`config.mk`:
```
export PLATFORM = sky130hd
export DESIGN_NAME = sawh_ctrl
export DESIGN_NICKNAME = d
export VERILOG_FILES = /design/src/design/sawh_pkg.sv /design/src/design/sawh_ctrl.sv
export VERILOG_INCLUDE_DIRS = /design/src /design/src/design
export SDC_FILE = /design/constraint.sdc
export NUM_CORES = 1
export LEC_CHECK = 0
export ABC_AREA = 1
export BUFFER_PORTS_ARGS = -buffer_cell sky130_fd_sc_hd__buf_2
export CORE_MARGIN = 10
export CORE_UTILIZATION = 52
export DETAILED_ROUTE_END_ITERATION = 12
export PLACE_DENSITY = 0.73
export REMOVE_ABC_BUFFERS = 1
export SLEW_MARGIN = 0
export SYNTH_ARGS = -nofsm -noshare
export SYNTH_HDL_FRONTEND = slang
export SYNTH_SLANG_ARGS = --single-unit
```
`constraint.sdc`:
```
create_clock -name clk -period 2.7 [get_ports clk]
set_clock_uncertainty 0.2 [all_clocks]
set_input_delay 0.405 -clock clk [delete_from_list [all_inputs] [get_ports clk]]
set_output_delay 0.405 -clock clk [all_outputs]
set_load 0.02 [all_outputs]
```
`src/design/sonar_avoid_wander_heading_macros.svh`:
```
// Assertion macros for the sonar avoid/wander heading block.
`ifndef SONAR_AVOID_WANDER_HEADING_MACROS_SVH
`define SONAR_AVOID_WANDER_HEADING_MACROS_SVH

// Same-cycle implication, disabled in reset.
`define SAWH_ASSERT_IMP(lbl, clk, rst, ante, cons, msg) \
  lbl: assert property (@(posedge clk) disable iff (rst) (ante) |-> (cons)) else $error(msg);

// Next-cycle implication, disabled in reset.
`define SAWH_ASSERT_NXT(lbl, clk, rst, ante, cons, msg) \
  lbl: assert property (@(posedge clk) disable iff (rst) (ante) |=> (cons)) else $error(msg);

`endif

```
`src/design/sawh_pkg.sv`:
```
// Package: types, codes and constants of the sonar avoid/wander heading block.
package sawh_pkg;

  localparam int SENSOR_COUNT = 4;
  localparam int SIDX_W       = $clog2(SENSOR_COUNT);
  localparam int CFG_IDX_W    = 8;

  localparam logic [CFG_IDX_W-1:0] REG_WANDER_PERIOD = 8'd0;
  localparam logic [CFG_IDX_W-1:0] REG_SIG_FORCE     = 8'd1;

  localparam logic [31:0] WANDER_PERIOD_RST = 32'd6000;
  localparam logic [31:0] SIG_FORCE_RST     = 32'd0;

  // Sensor slots
  localparam logic [SIDX_W-1:0] SENS_FRONT = 2'd0;
  localparam logic [SIDX_W-1:0] SENS_RIGHT = 2'd1;
  localparam logic [SIDX_W-1:0] SENS_BACK  = 2'd2;
  localparam logic [SIDX_W-1:0] SENS_LEFT  = 2'd3;

  typedef struct packed {
    logic        [15:0] dist_front;
    logic        [15:0] dist_right;
    logic        [15:0] dist_back;
    logic        [15:0] dist_left;
    logic        [31:0] time_now;
    logic signed [15:0] rand_x;
    logic signed [15:0] rand_y;
  } in_t;

  typedef struct packed {
    logic signed [31:0] vel_x;
    logic signed [31:0] vel_y;
    logic               wandered;
    logic               saturated;
  } out_t;

  typedef enum logic [4:0] {
    OP_NONE, OP_LOAD, OP_XSEL, OP_MAC, OP_MNEXT, OP_DINIT, OP_DSTEP, OP_DDONE,
    OP_HSQ0, OP_HSQ1, OP_SINIT, OP_SSTEP, OP_QINIT, OP_QSTEP, OP_WDONE,
    OP_SUM, OP_NX, OP_NY, OP_NT, OP_FIN
  } dp_op_t;

  typedef enum logic [4:0] {
    S_IDLE, S_XSEL, S_MAC, S_MNEXT, S_DINIT, S_DSTEP, S_DDONE,
    S_HSQ0, S_HSQ1, S_SINIT, S_SSTEP, S_QINIT, S_QSTEP, S_WDONE,
    S_SUM, S_NX, S_NY, S_NT, S_FIN
  } state_t;

  typedef struct packed {
    dp_op_t            op;
    logic [SIDX_W-1:0] sidx;
    logic [1:0]        limb;
  } cmd_t;

  typedef struct packed {
    logic wander;
  } stat_t;

endpackage

```
`src/design/sawh_ctrl.sv`:
```
// Controller: sequences the datapath through one request.
`include "sonar_avoid_wander_heading_macros.svh"
module sawh_ctrl (
  input  logic            clk,
  input  logic            rst,
  input  logic            in_valid,
  output logic            in_ready,
  output logic            out_valid,
  input  logic            out_ready,
  input  sawh_pkg::stat_t stat,
  output sawh_pkg::cmd_t  cmd
);
  import sawh_pkg::*;

  localparam logic [4:0] DIV_LAST  = 5'd31;
  localparam logic [4:0] SQRT_LAST = 5'd31;
  localparam logic [4:0] QUOT_LAST = 5'd15;
  localparam logic [1:0] RND_LAST  = 2'd3;
  localparam logic [SIDX_W-1:0] SIDX_LAST = SIDX_W'(SENSOR_COUNT - 1);

  state_t state, state_next;
  logic [SIDX_W-1:0] sidx, sidx_next;
  logic [1:0] rnd, rnd_next, limb, limb_next;
  logic [4:0] cnt, cnt_next;
  logic out_valid_next;

  always_ff @(posedge clk) begin
    if (rst) begin
      state     <= S_IDLE;
      sidx      <= '0;
      rnd       <= '0;
      limb      <= '0;
      cnt       <= '0;
      out_valid <= 1'b0;
    end else begin
      state     <= state_next;
      sidx      <= sidx_next;
      rnd       <= rnd_next;
      limb      <= limb_next;
      cnt       <= cnt_next;
      out_valid <= out_valid_next;
    end
  end

  always_comb begin
    state_next     = state;
    sidx_next      = sidx;
    rnd_next       = rnd;
    limb_next      = limb;
    cnt_next       = cnt;
    out_valid_next = out_valid && !out_ready;
    in_ready       = 1'b0;
    cmd.op         = OP_NONE;
    cmd.sidx       = sidx;
    cmd.limb       = limb;
    case (state)
      S_IDLE: begin
        in_ready = 1'b1;
        if (in_valid) begin
          cmd.op     = OP_LOAD;
          sidx_next  = '0;
          state_next = S_XSEL;
        end
      end
      S_XSEL: begin
        cmd.op     = OP_XSEL;
        rnd_next   = '0;
        limb_next  = '0;
        state_next = S_MAC;
      end
      S_MAC: begin
        cmd.op = OP_MAC;
        if (limb == rnd) state_next = S_MNEXT;
        else limb_next = limb + 2'd1;
      end
      S_MNEXT: begin
        cmd.op = OP_MNEXT;
        if (rnd == RND_LAST) begin
          state_next = S_DINIT;
        end else begin
          rnd_next   = rnd + 2'd1;
          limb_next  = '0;
          state_next = S_MAC;
        end
      end
      S_DINIT: begin
        cmd.op     = OP_DINIT;
        cnt_next   = '0;
        state_next = S_DSTEP;
      end
      S_DSTEP: begin
        cmd.op = OP_DSTEP;
        if (cnt == DIV_LAST) state_next = S_DDONE;
        else cnt_next = cnt + 5'd1;
      end
      S_DDONE: begin
        cmd.op = OP_DDONE;
        if (sidx == SIDX_LAST) begin
          state_next = stat.wander ? S_HSQ0 : S_SUM;
        end else begin
          sidx_next  = sidx + SIDX_W'(1);
          state_next = S_XSEL;
        end
      end
      S_HSQ0: begin cmd.op = OP_HSQ0; state_next = S_HSQ1; end
      S_HSQ1: begin cmd.op = OP_HSQ1; state_next = S_SINIT; end
      S_SINIT: begin
        cmd.op     = OP_SINIT;
        cnt_next   = '0;
        state_next = S_SSTEP;
      end
      S_SSTEP: begin
        cmd.op = OP_SSTEP;
        if (cnt == SQRT_LAST) state_next = S_QINIT;
        else cnt_next = cnt + 5'd1;
      end
      S_QINIT: begin
        cmd.op     = OP_QINIT;
        cnt_next   = '0;
        state_next = S_QSTEP;
      end
      S_QSTEP: begin
        cmd.op = OP_QSTEP;
        if (cnt == QUOT_LAST) state_next = S_WDONE;
        else cnt_next = cnt + 5'd1;
      end
      S_WDONE: begin cmd.op = OP_WDONE; state_next = S_SUM; end
      S_SUM:   begin cmd.op = OP_SUM;   state_next = S_NX; end
      S_NX:    begin cmd.op = OP_NX;    state_next = S_NY; end
      S_NY:    begin cmd.op = OP_NY;    state_next = S_NT; end
      S_NT:    begin cmd.op = OP_NT;    state_next = S_FIN; end
      S_FIN: begin
        if (!out_valid || out_ready) begin
          cmd.op         = OP_FIN;
          out_valid_next = 1'b1;
          state_next     = S_IDLE;
        end
      end
      default: state_next = S_IDLE;
    endcase
  end

  `SAWH_ASSERT_NXT(a_load_starts, clk, rst, in_valid && in_ready, state == S_XSEL, "request did not start sensor pass")
  `SAWH_ASSERT_NXT(a_fin_valid, clk, rst, cmd.op == OP_FIN, out_valid && state == S_IDLE, "finished result not presented")
  `SAWH_ASSERT_IMP(a_limb_range, clk, rst, cmd.op == OP_MAC, limb <= rnd, "limb beyond current power")
  `SAWH_ASSERT_NXT(a_div_len, clk, rst, state == S_DSTEP && cnt == DIV_LAST, state == S_DDONE, "divider ran long")

endmodule
```
# Word-level counts from Yosys, hierarchy flattened
# Index checks and enable logic that the tools add are counted.
[totals]
register_bits = 17
input_bits = 5
wordCells = 87
[op_classes]
n_addsub = 4
eq_ne = 34
muxes = 27
reduce_logical = 16
[ops]
columns = ["op", "n"]
rows = [
  ["$pmux W5 S19", 2],
  ["$eq A5 B4 Y1 const B", 9],
  ["$mux W5", 9],
  ["$ne A2 B2 Y1 const B", 11],
  ["$eq A5 B3 Y1 const B", 4],
  ["$eq A5 B5 Y1 const B", 4],
  ["$pmux W5 S3", 1],
  ["$eq A5 B2 Y1 const B", 2],
  ["$mux W2", 5],
  ["$reduce_and A3 Y1", 3],
  ["$mux W4", 2],
  ["$pmux W2 S2", 2],
  ["$add A2 B1 Y2 const B", 3],
  ["$pmux W2 S3", 1],
  ["$reduce_and A6 Y1", 1],
  ["$reduce_bool A3 Y1", 2],
  ["$add A5 B1 Y5 const B", 1],
  ["$eq A5 B1 Y1 const B", 1],
  ["$logic_not A5 Y1", 1],
  ["$eq A2 B2 Y1 const B", 2],
  ["$mux W1", 4],
  ["$reduce_bool A2 Y1", 2],
  ["$mux W3", 1],
  ["$reduce_or A3 Y1", 1],
  ["other kinds (6)", 7],
]

# Longest topological paths before layout
# Gate-level depths: netlist of the first run.
[depth]
ltp_word = 4
mapped_depth = 12
depth_no_buf = 12

# Worst setup path after synthesis of the first run
# OpenSTA, ideal clock, no wires.
[synth_path]
kind = "register to output"
startpoint = "register state[0]"
endpoint = "output cmd[5] (netlist name)"
arrival_ns = 1.511
setup_slack_ns = 0.584
path_stages_with_launch = 5
n_path_buf = 0
path_cell_list = "dfxtp_1 -> inv_2 -> nor2_2 -> inv_1 -> o311ai_0"
[synth_rtl]
columns = ["element", "line", "text"]
rows = [
  ["from (decl)", "sawh_ctrl.sv:21", "state_t state, state_next;"],
  ["from (signal assigned)", "sawh_ctrl.sv:36", "state <= state_next;"],
  ["to (decl)", "sawh_ctrl.sv:11", "output sawh_pkg::cmd_t cmd"],
]

==> results of run 1 <==
==> per-stage QoR <==
stage / instances / util (%)
after global placement: 252 / 57.7
after detailed placement: 252 / 57.7
final: 256 / 58.7
after CTS: 256 / 58.7
after floorplan: 207 / -
after global routing: 256 / 58.7
==> worst register-to-register path, cell delays in order (launching register included) <==
cell	delay, ns
dfxtp_1	0.57
nand3_1	0.20
nor2_1	0.31
nand2_1	0.12
a21oi_1	0.19
nand2_1	0.10
nand2_1	0.07
a21oi_1	0.05
==> worst min path at each step <==
stage                                       to  cells after the start                 from
after floorplan            cnt[3]$_SDFFE_PP0P_                      2  cnt[3]$_SDFFE_PP0P_
after global placement     cnt[3]$_SDFFE_PP0P_                      2  cnt[3]$_SDFFE_PP0P_
after detailed placement   cnt[3]$_SDFFE_PP0P_                      2  cnt[3]$_SDFFE_PP0P_
after CTS                 out_valid$_SDFF_PP0_                      4            out_ready
after global routing      out_valid$_SDFF_PP0_                      4            out_ready
final                     out_valid$_SDFF_PP0_                      4            out_ready
==> sequential cells by signal, indices dropped and copies added, names as in the netlist <==
name       flops
cnt            5
out_valid      1
state          5
sidx           2
rnd            2
limb           2
==> layer usage <==
metal / wire [um] / vias to the layer above / track usage [%] / share of wire, %
li1: - / 716 / - / -
met2: 1410 / 29 / 20.5 / 44
met1: 1530 / 601 / 16.5 / 48
met5: 0 / - / 0 / 0
met4: 26 / 0 / 3.51 / 0.82
met3: 198 / 4 / 3.25 / 6.3
==> cells by family after synthesis <==
| logic type | after synthesis | share of synthesized area, % |
|---|---|---|
| simple gates | 118 | 43.7 |
| buf+inv | 39 | 11.6 |
| compound gates | 30 | 13.2 |
| flops | 17 | 26.1 |
| fa+ha+maj | 5 | 4.79 |
| xor+xnor | 1 | 0.671 |
==> Yosys cell counts (3+ instances only) <==
master and instances:
dfxtp_1 17, nand3_1 19, o21ai_0 3, or2_2 3
ha_1 5, nor2_2 7, nand4_1 5, nor2_1 23
nand2_1 47, inv_2 4, nor3_1 3, nand2_2 3
a21oi_1 16, inv_1 32
==> final cells by class <==
cell class / count / area (sq um) / share of cell area, %
clock buffer: 4 / 26.3 / 1.84
sequential: 17 / 340 / 23.8
timing repair buffer: 15 / 75.1 / 5.25
inverter: 36 / 135 / 9.46
tap: 30 / 37.5 / 2.63
multi-input combinational: 154 / 815 / 57.0
==> power by group through the flow <==
stage	Combinational, mW	Sequential [mW]	Clock, mW
after floorplan	0.120	0.287	0
after global placement	0.167	0.286	0
after detailed placement	0.169	0.287	0
after CTS	0.170	0.281	0.144
after global routing	0.193	0.284	0.154
final	0.171	0.282	0.139
==> key figures, run 1 <==
Outcome
  – Status: complete, no violations

Pwr
  – Power Total: 0.592 mW
  – Switching Share: 36.6%
  – Clock network power share: 23.5%
  – Leak: 0.725 nW
  – NetSw: 0.217 mW
  – VDD IR-drop max: 312 uV
  – Internal: 0.376 mW
  – Reg power frac: 47.6%
  – Logic gate share of total power: 28.9%
  – Power per cell area: 415 mW/mm^2

Worst setup path
  – Critical Path AT: 1.81 ns
  – Worst r2r src: state[1]$_SDFFE_PP0P_
  – Cell family with the largest share of critical-path delay: flip-flops
  – Worst path bufs/invs: 1
  – Setup crit end: cmd[5]
  – CP max stage cell: dfxtp_1
  – Worst-path fanout max: 11
  – Worst reg2reg setup slack: 0.77 ns
  – WP data required: 2.10 ns
  – Critical Path Start: state[1]$_SDFFE_PP0P_
  – Crit. End Element: output pin
  – Critical Path, Cell by Cell: nand2_1, nor2_1, a22oi_1, o311ai_0, buf_2
  – Critical Path Start Type: flip-flop
  – R2R depth: 7
  – Crit path largest cell delay: 0.57 ns
  – Total stage count of the critical path: 5
  – Worst R2R End: state[1]$_SDFFE_PP0P_
  – Crit Path Class: flip-flop to output pin

Routing
  – First-pass DRT Iterations: 4
  – DRC: 0
  – DR vias: 1350
  – Via/cell ratio: 5.27
  – DR iter-0 viols: 98
  – Total length of routed wires: 3.16 mm
  – DR WL/cell: 12.4 um
  – Antenna-violating nets left: 0

Synthesis
  – Area contributors post-synth: dfxtp_1, nand2_1, inv_1, nand3_1, nor2_1
  – Synth top area share: 26.1%
  – Asr flop ratio synth: 0%
  – Synth warnings: 0
  – Netlist Area Pre-Place: 0.00131 sq mm
  – Syn_area_per_cell: 6.22 sq um
  – Seq/Total Area, Yosys: 26.1%
  – Largest area contributor in the netlist: dfxtp_1
  – Cells after synthesis: 210
  – Seq cells post-synth: 17
  – Yosys cell types: 31
  – Number of synthesized flops with an enable pin: 0
  – Dominant synthesized flop cell: dfxtp_1

Timing
  – Slew margin rel.: 72.2%
  – Setup violations, final: 0
  – Period Utilization, post-route: 89.5%
  – WHS: 0.212 ns
  – Final Max Slew Viols: 0
  – Tightest Pin Transition: 0.415 ns
  – Fmax: 414 MHz
  – Final TNS setup: 0 ns
  – Fin worst setup slack: 0.283 ns
  – Count of final hold-check violations: 0
  – Post-route minimum period: 2.42 ns
  – RSZ-0062 raised after global routing: no

CTS
  – CTS tree: built
  – Sink Count: 17
  – Post-CTS Hold Fix Bufs: 0
  – Longest Clk Path Bufs: 2
  – Root Buffer: clkbuf_4
  – CTS clk-pin slew, worst paths: 0.10 ns
  – H-tree levels: 1
  – CTS buffer count: 3
  – Post-CTS setup buffers: 0
  – Clk_lat worst skew: 0.29 ns
  – Resized Gates After CTS: 0

Placement
  – Detail Placement HPWL: 2.58 mm
  – Buffers on Ports: 15
  – Post-DP Area: 0.00140 sq mm
  – Pre-CTS WS: 0.638 ns
  – GP Congestion: 0.954

Global route
  – Number of antenna violations at the first check in global routing: 0
  – Vias in the first global route: 1269
  – First-pass GRT wire length: 5.50 mm
  – GRT overflow: 0
  – Total Routing Usage GR: 12.9%
  – Largest net degree at the start of global routing: 14

Floorplan
  – Die footprint: 0.00492 sq mm
  – Die height: 70.1 um
  – Initial Util: 53.7%
  – I/O pins: 16
  – Num rows: 18
  – CORE AREA: 0.00243 sq mm
  – Die width: 70.1 um

Finish
  – Area delta synth->final: 9.39%
  – Fillcell total: 229
  – Share of layout cells above drive strength 1: 19.0%
  – Most frequent cells in the layout: nand2_1, inv_1, nor2_1, nand3_1, dfxtp_1
  – Finished Cell Area: 0.00143 sq mm
  – Most common cell after layout, fill and taps aside: nand2_1
  – Ant diodes: 0
  – Nets: 237

Hold path
  – Hold Crit Class: primary input to flip-flop

Flow run
  – Max_cap viols: 0
Note: power is estimated with default switching activity, not from simulation.
==> run 2, diff against run 1 <==
clock period = 2.73 ns   (was 2.7 ns; I/O delays follow)
==> key figures, run 2 (synthesis gave the netlist of run 1 again) <==
Timing
  – WHS: 0.213 ns (was 0.212 ns)
  – Setup violations, final: 0 (unchanged)
  – Final TNS setup: 0 ns (unchanged)
  – Post-route minimum period: 2.45 ns
  – RSZ-0062 raised after global routing: no (unchanged)
  – Slew margin rel.: 73.0% (was 72.2%)
  – Count of final hold-check violations: 0 (unchanged)
  – Fmax: 408 MHz
  – Tightest Pin Transition: 0.404 ns (was 0.415 ns)
  – Final Max Slew Viols: 0 (unchanged)
  – Period Utilization, post-route: 89.7%

Floorplan
  – Initial Util: 53.7% (unchanged)
  – Die width: 70.1 um (unchanged)
  – I/O pins: 16 (unchanged)
  – CORE AREA: 0.00243 sq mm (unchanged)
  – Die height: 70.1 um (unchanged)
  – Num rows: 18 (unchanged)
  – Die footprint: 0.00492 sq mm (unchanged)

Placement
  – Buffers on Ports: 15 (unchanged)
  – GP Congestion: 0.953 (was 0.954)
  – Detail Placement HPWL: 2.56 mm (was 2.58 mm)

Worst setup path
  – Crit Path Class: flip-flop to output pin (unchanged)
  – Setup crit end: cmd[5] (unchanged)
  – Crit. End Element: output pin (unchanged)
  – R2R depth: 12 (was 7)
  – Worst r2r src: cnt[0]$_SDFFE_PP0P_ (was state[1]$_SDFFE_PP0P_)
  – Critical Path AT: 1.84 ns (was 1.81 ns)
  – WP data required: 2.12 ns (was 2.10 ns)
  – Critical Path Start Type: flip-flop (unchanged)
  – Worst R2R End: state[1]$_SDFFE_PP0P_ (unchanged)
  – Worst reg2reg setup slack: 0.87 ns (was 0.77 ns)
  – Critical Path Start: state[1]$_SDFFE_PP0P_ (unchanged)
  – Worst-path fanout max: 11 (unchanged)

Routing
  – DR WL/cell: 12.4 um (about the same)
  – DRC: 0 (unchanged)
  – DR vias: 1365 (was 1350)
  – Via/cell ratio: 5.33 (was 5.27)
  – Total length of routed wires: 3.16 mm (about the same)
  – DR iter-0 viols: 193 (was 98)
  – Antenna-violating nets left: 0 (unchanged)
  – First-pass DRT Iterations: 4 (unchanged)

Pwr
  – Internal: 0.371 mW (was 0.376 mW)
  – Power per cell area: 410 mW/mm^2 (was 415 mW/mm^2)
  – Reg power frac: 47.6% (about the same)
  – VDD IR-drop max: 288 uV (was 312 uV)
  – Power Total: 0.586 mW (was 0.592 mW)
  – Logic gate share of total power: 28.8% (was 28.9%)
  – Leak: 0.725 nW (unchanged)
  – NetSw: 0.214 mW (was 0.217 mW)
  – Clock network power share: 23.6% (was 23.5%)
  – Switching Share: 36.6% (about the same)

CTS
  – Post-CTS setup buffers: 0 (unchanged)
  – Sink Count: 17 (unchanged)
  – Longest Clk Path Bufs: 2 (unchanged)
  – CTS clk-pin slew, worst paths: 0.11 ns (was 0.10 ns)
  – H-tree levels: 1 (unchanged)
  – Clk_lat worst skew: 0.29 ns (about the same)
  – Root Buffer: clkbuf_4 (unchanged)
  – CTS buffer count: 3 (unchanged)
  – Resized Gates After CTS: 0 (unchanged)
  – CTS tree: built (unchanged)
  – Post-CTS Hold Fix Bufs: 0 (unchanged)

Global route
  – Number of antenna violations at the first check in global routing: 0 (unchanged)
  – First-pass GRT wire length: 5.44 mm (was 5.50 mm)
  – GRT overflow: 0 (unchanged)
  – Total Routing Usage GR: 12.5% (was 12.9%)
  – GR Layer Usage met2: 22.0% (was 20.5%)
  – Met3 Use GR: 2.68% (was 3.25%)
  – Grt met1 use: 15.6% (was 16.5%)
  – Vias in the first global route: 1305 (was 1269)
  – Largest net degree at the start of global routing: 14 (unchanged)
  – GRT Max-Usage Layer: met2 (unchanged)

Finish
  – Area delta synth->final: 9.39% (unchanged)
  – Share of layout cells above drive strength 1: 19.0% (unchanged)
  – Nets: 237 (unchanged)
  – Register area: 340 sq um (unchanged)
  – Biggest regs: cnt (5), state (5) (unchanged)
  – Ant diodes: 0 (unchanged)
  – Most common cell after layout, fill and taps aside: nand2_1 (unchanged)
  – Fillcell total: 249 (was 229)
  – Area occupied by multi-input gates: 815 sq um (unchanged)
  – Most frequent cells in the layout: nand2_1, inv_1, nor2_1, nand3_1, dfxtp_1 (unchanged)

Hold path
  – Hold Crit Class: primary input to flip-flop (unchanged)

Flow run
  – Max_cap viols: 0 (unchanged)

Outcome
  – Status: complete, no violations (unchanged)
## run 2: per-layer routing
metal / wire [um] / share of wire (%)
met5: 0 / 0
met4: 22 / 0.70
met3: 238 / 7.5
met2: 1440 / 46
met1: 1460 / 46
## run 2: cell type report
cell class,instances,share of cell area (%)
multi-input combinational,154,57.0
timing repair buffer,15,5.25
inverter,36,9.46
clock buffer,4,1.84
tap,30,2.63
sequential,17,23.8
## run 2: worst min path at each step
stage,start,cells past startpoint,slack (ns),end
CTS,out_ready,4,0.21,out_valid$_SDFF_PP0_
finish,out_ready,4,0.21,out_valid$_SDFF_PP0_
global route,out_ready,4,0.22,out_valid$_SDFF_PP0_
global placement,cnt[3]$_SDFFE_PP0P_,2,0.25,cnt[3]$_SDFFE_PP0P_
floorplan,cnt[3]$_SDFFE_PP0P_,2,0.23,cnt[3]$_SDFFE_PP0P_
detailed placement,cnt[3]$_SDFFE_PP0P_,2,0.26,cnt[3]$_SDFFE_PP0P_
## run 2: worst max-delay path, stage by stage, from the launching register on
cell and delay, ns:
dfxtp_1 0.57, nand2_1 0.20, nor2_1 0.28, a22oi_1 0.17, o311ai_0 0.12, buf_2 0.22
## run 2: per-stage QoR
| step | setup slack (ns) | instances | util, % | cell area, sq um |
|---|---|---|---|---|
| floorplan | 0.609 | 207 | - | 1290 |
| global placement | 0.626 | 252 | 57.7 | 1400 |
| detailed placement | 0.653 | 252 | 57.7 | 1400 |
| CTS | 0.330 | 256 | 58.7 | 1430 |
| global route | 0.170 | 256 | 58.7 | 1430 |
| finish | 0.282 | 256 | 58.7 | 1430 |
## run 2: power by group through the flow
stage / sequential, mW / clock (mW) / combinational, mW
final: 0.279 / 0.138 / 0.169
after global routing: 0.280 / 0.149 / 0.189
after CTS: 0.278 / 0.140 / 0.167
after detailed placement: 0.284 / 0 / 0.166
after global placement: 0.283 / 0 / 0.165
after floorplan: 0.284 / 0 / 0.118
==> run 3, diff against run 2 <==
CORE_UTILIZATION = 57   (was 52)
PLACE_DENSITY = 0.78   (was 0.73)
==> key figures, run 3 (synthesis gave the netlist of run 1 again) <==
Global route
  – First-pass GRT wire length: 5.53 mm (was 5.44 mm)
  – GRT overflow: 0 (unchanged)
  – Largest net degree at the start of global routing: 14 (unchanged)
  – Total Routing Usage GR: 15.0% (was 12.5%)
  – Vias in the first global route: 1319 (was 1305)
  – Number of antenna violations at the first check in global routing: 0 (unchanged)

Worst setup path
  – WP data required: 2.12 ns (about the same)
  – Crit Path Class: flip-flop to output pin (unchanged)
  – Critical Path AT: 1.82 ns (was 1.84 ns)
  – Worst-path fanout max: 11 (unchanged)
  – Crit. End Element: output pin (unchanged)
  – Worst reg2reg setup slack: 0.84 ns (was 0.87 ns)
  – Critical Path Start Type: flip-flop (unchanged)

Placement
  – GP Congestion: 0.913 (was 0.953)
  – Detail Placement HPWL: 2.50 mm (was 2.56 mm)
  – Placed cells: 250 (was 252)
  – Buffers on Ports: 15 (unchanged)

Pwr
  – Power per cell area: 410 mW/mm^2 (about the same)
  – Switching Share: 36.8% (was 36.6%)
  – VDD IR-drop max: 329 uV (was 288 uV)
  – Clock network power share: 23.6% (about the same)
  – Internal: 0.369 mW (was 0.371 mW)
  – Leak: 0.728 nW (was 0.725 nW)
  – Logic gate share of total power: 28.7% (was 28.8%)
  – Reg power frac: 47.7% (was 47.6%)
  – NetSw: 0.215 mW (was 0.214 mW)

CTS
  – Root Buffer: clkbuf_4 (unchanged)
  – Longest Clk Path Bufs: 2 (unchanged)
  – Sink Count: 17 (unchanged)
  – CTS clk-pin slew, worst paths: 0.10 ns (was 0.11 ns)
  – Clk_lat worst skew: 0.30 ns (was 0.29 ns)
  – CTS tree: built (unchanged)
  – H-tree levels: 1 (unchanged)
  – Post-CTS Hold Fix Bufs: 0 (unchanged)
  – Resized Gates After CTS: 0 (unchanged)
  – CTS buffer count: 3 (unchanged)
  – Post-CTS setup buffers: 0 (unchanged)

Finish
  – Biggest regs: cnt (5), state (5) (unchanged)
  – Fillcell total: 213 (was 249)
  – Ant diodes: 0 (unchanged)
  – Most common cell after layout, fill and taps aside: nand2_1 (unchanged)
  – Nets: 237 (unchanged)
  – Area occupied by multi-input gates: 815 sq um (unchanged)
  – Area delta synth->final: 9.29% (was 9.39%)
  – Non-Filler Instances: 254 (was 256)
  – Register area: 340 sq um (unchanged)
  – Most frequent cells in the layout: nand2_1, inv_1, nor2_1, nand3_1, dfxtp_1 (unchanged)
  – Share of layout cells above drive strength 1: 19.5% (was 19.0%)

Routing
  – Total length of routed wires: 3.13 mm (was 3.16 mm)
  – First-pass DRT Iterations: 4 (unchanged)
  – DR WL/cell: 12.3 um (was 12.4 um)
  – Antenna-violating nets left: 0 (unchanged)
  – DR vias: 1384 (was 1365)
  – Metal-1 WL: 1.48 mm (was 1.46 mm)
  – DRC: 0 (unchanged)
  – Via/cell ratio: 5.45 (was 5.33)
  – Met3 wire length: 221 um (was 238 um)
  – Metal2 WL: 1.37 mm (was 1.44 mm)
  – Top sig layer: met4 (unchanged)
  – DR iter-0 viols: 101 (was 193)

Floorplan
  – Num rows: 17 (was 18)
  – I/O pins: 16 (unchanged)
  – Die width: 67.9 um (was 70.1 um)
  – Initial Util: 59.6% (was 53.7%)
  – Die footprint: 0.00461 sq mm (was 0.00492 sq mm)
  – Die height: 67.9 um (was 70.1 um)
  – CORE AREA: 0.00219 sq mm (was 0.00243 sq mm)

Timing
  – Tightest Pin Transition: 0.392 ns (was 0.404 ns)
  – RSZ-0062 raised after global routing: no (unchanged)
  – Count of final hold-check violations: 0 (unchanged)
  – WHS: 0.203 ns (was 0.213 ns)
  – Setup violations, final: 0 (unchanged)
  – Slew margin rel.: 73.7% (was 73.0%)
  – Final TNS setup: 0 ns (unchanged)
  – Post-route minimum period: 2.43 ns (was 2.45 ns)
  – Final Max Slew Viols: 0 (unchanged)
  – Fmax: 412 MHz (was 408 MHz)
  – Period Utilization, post-route: 88.9% (was 89.7%)

Flow run
  – Max_cap viols: 0 (unchanged)

Outcome
  – Status: complete, no violations (unchanged)

Hold path
  – Hold Crit Class: primary input to flip-flop (unchanged)
[run 3: cell types whose count changed in the layout (fill, tap and decap cells not counted), sizes merged]
cell and delta:
clkbuf -1, clkinv +1
[run 3: final timing paths]
check | startpoint | end | cells past startpoint
worst max-delay path | state[1]$_SDFFE_PP0P_ | cmd[5] | 5
worst min-delay path | out_ready | out_valid$_SDFF_PP0_ | 4
worst max register to register | state[1]$_SDFFE_PP0P_ | state[1]$_SDFFE_PP0P_ | 7
worst min register to register | cnt[3]$_SDFFE_PP0P_ | cnt[3]$_SDFFE_PP0P_ | 2
[run 3: through the flow]
stage                     util [%]  area (sq um)  total power, mW  setup slack (ns)
final                         65.2          1430            0.585             0.303
after global routing          65.2          1430            0.625             0.173
after CTS                     65.2          1430            0.588             0.324
after detailed placement      63.9          1400            0.451             0.672
after global placement        63.9          1400            0.449             0.652
after floorplan                  -          1290            0.402             0.609
[run 3: cell type report]
| type | count | share of cell area [%] |
|---|---|---|
| multi-input cells | 154 | 57.1 |
| clock buffers | 3 | 1.58 |
| clock inverters | 1 | 0.351 |
| flip-flops and latches | 17 | 23.8 |
| inverters | 36 | 9.47 |
| repair buffers | 15 | 5.26 |
| well taps | 28 | 2.45 |
[run 3: layer usage]
layer / track usage (%) / vias to the layer above
met5: 0 / -
met4: 6.53 / 0
met3: 3.59 / 8
met2: 22.7 / 56
met1: 19.8 / 606
li1: - / 714
[run 3: power by group through the flow]
stage | Clock [mW] | Combinational [mW] | Sequential, mW
5_1_grt | 0.155 | 0.189 | 0.281
6_report | 0.138 | 0.168 | 0.279
4_1_cts | 0.142 | 0.167 | 0.279
3_3_place_gp | 0 | 0.165 | 0.284
2_1_floorplan | 0 | 0.118 | 0.284
3_5_place_dp | 0 | 0.167 | 0.284
[run 3: worst max-delay path: stages (launching register included)]
cell and delay, ns:
dfxtp_1 0.57, nand2_1 0.20, nor2_1 0.24, a22oi_1 0.15, o311ai_0 0.12, buf_2 0.23
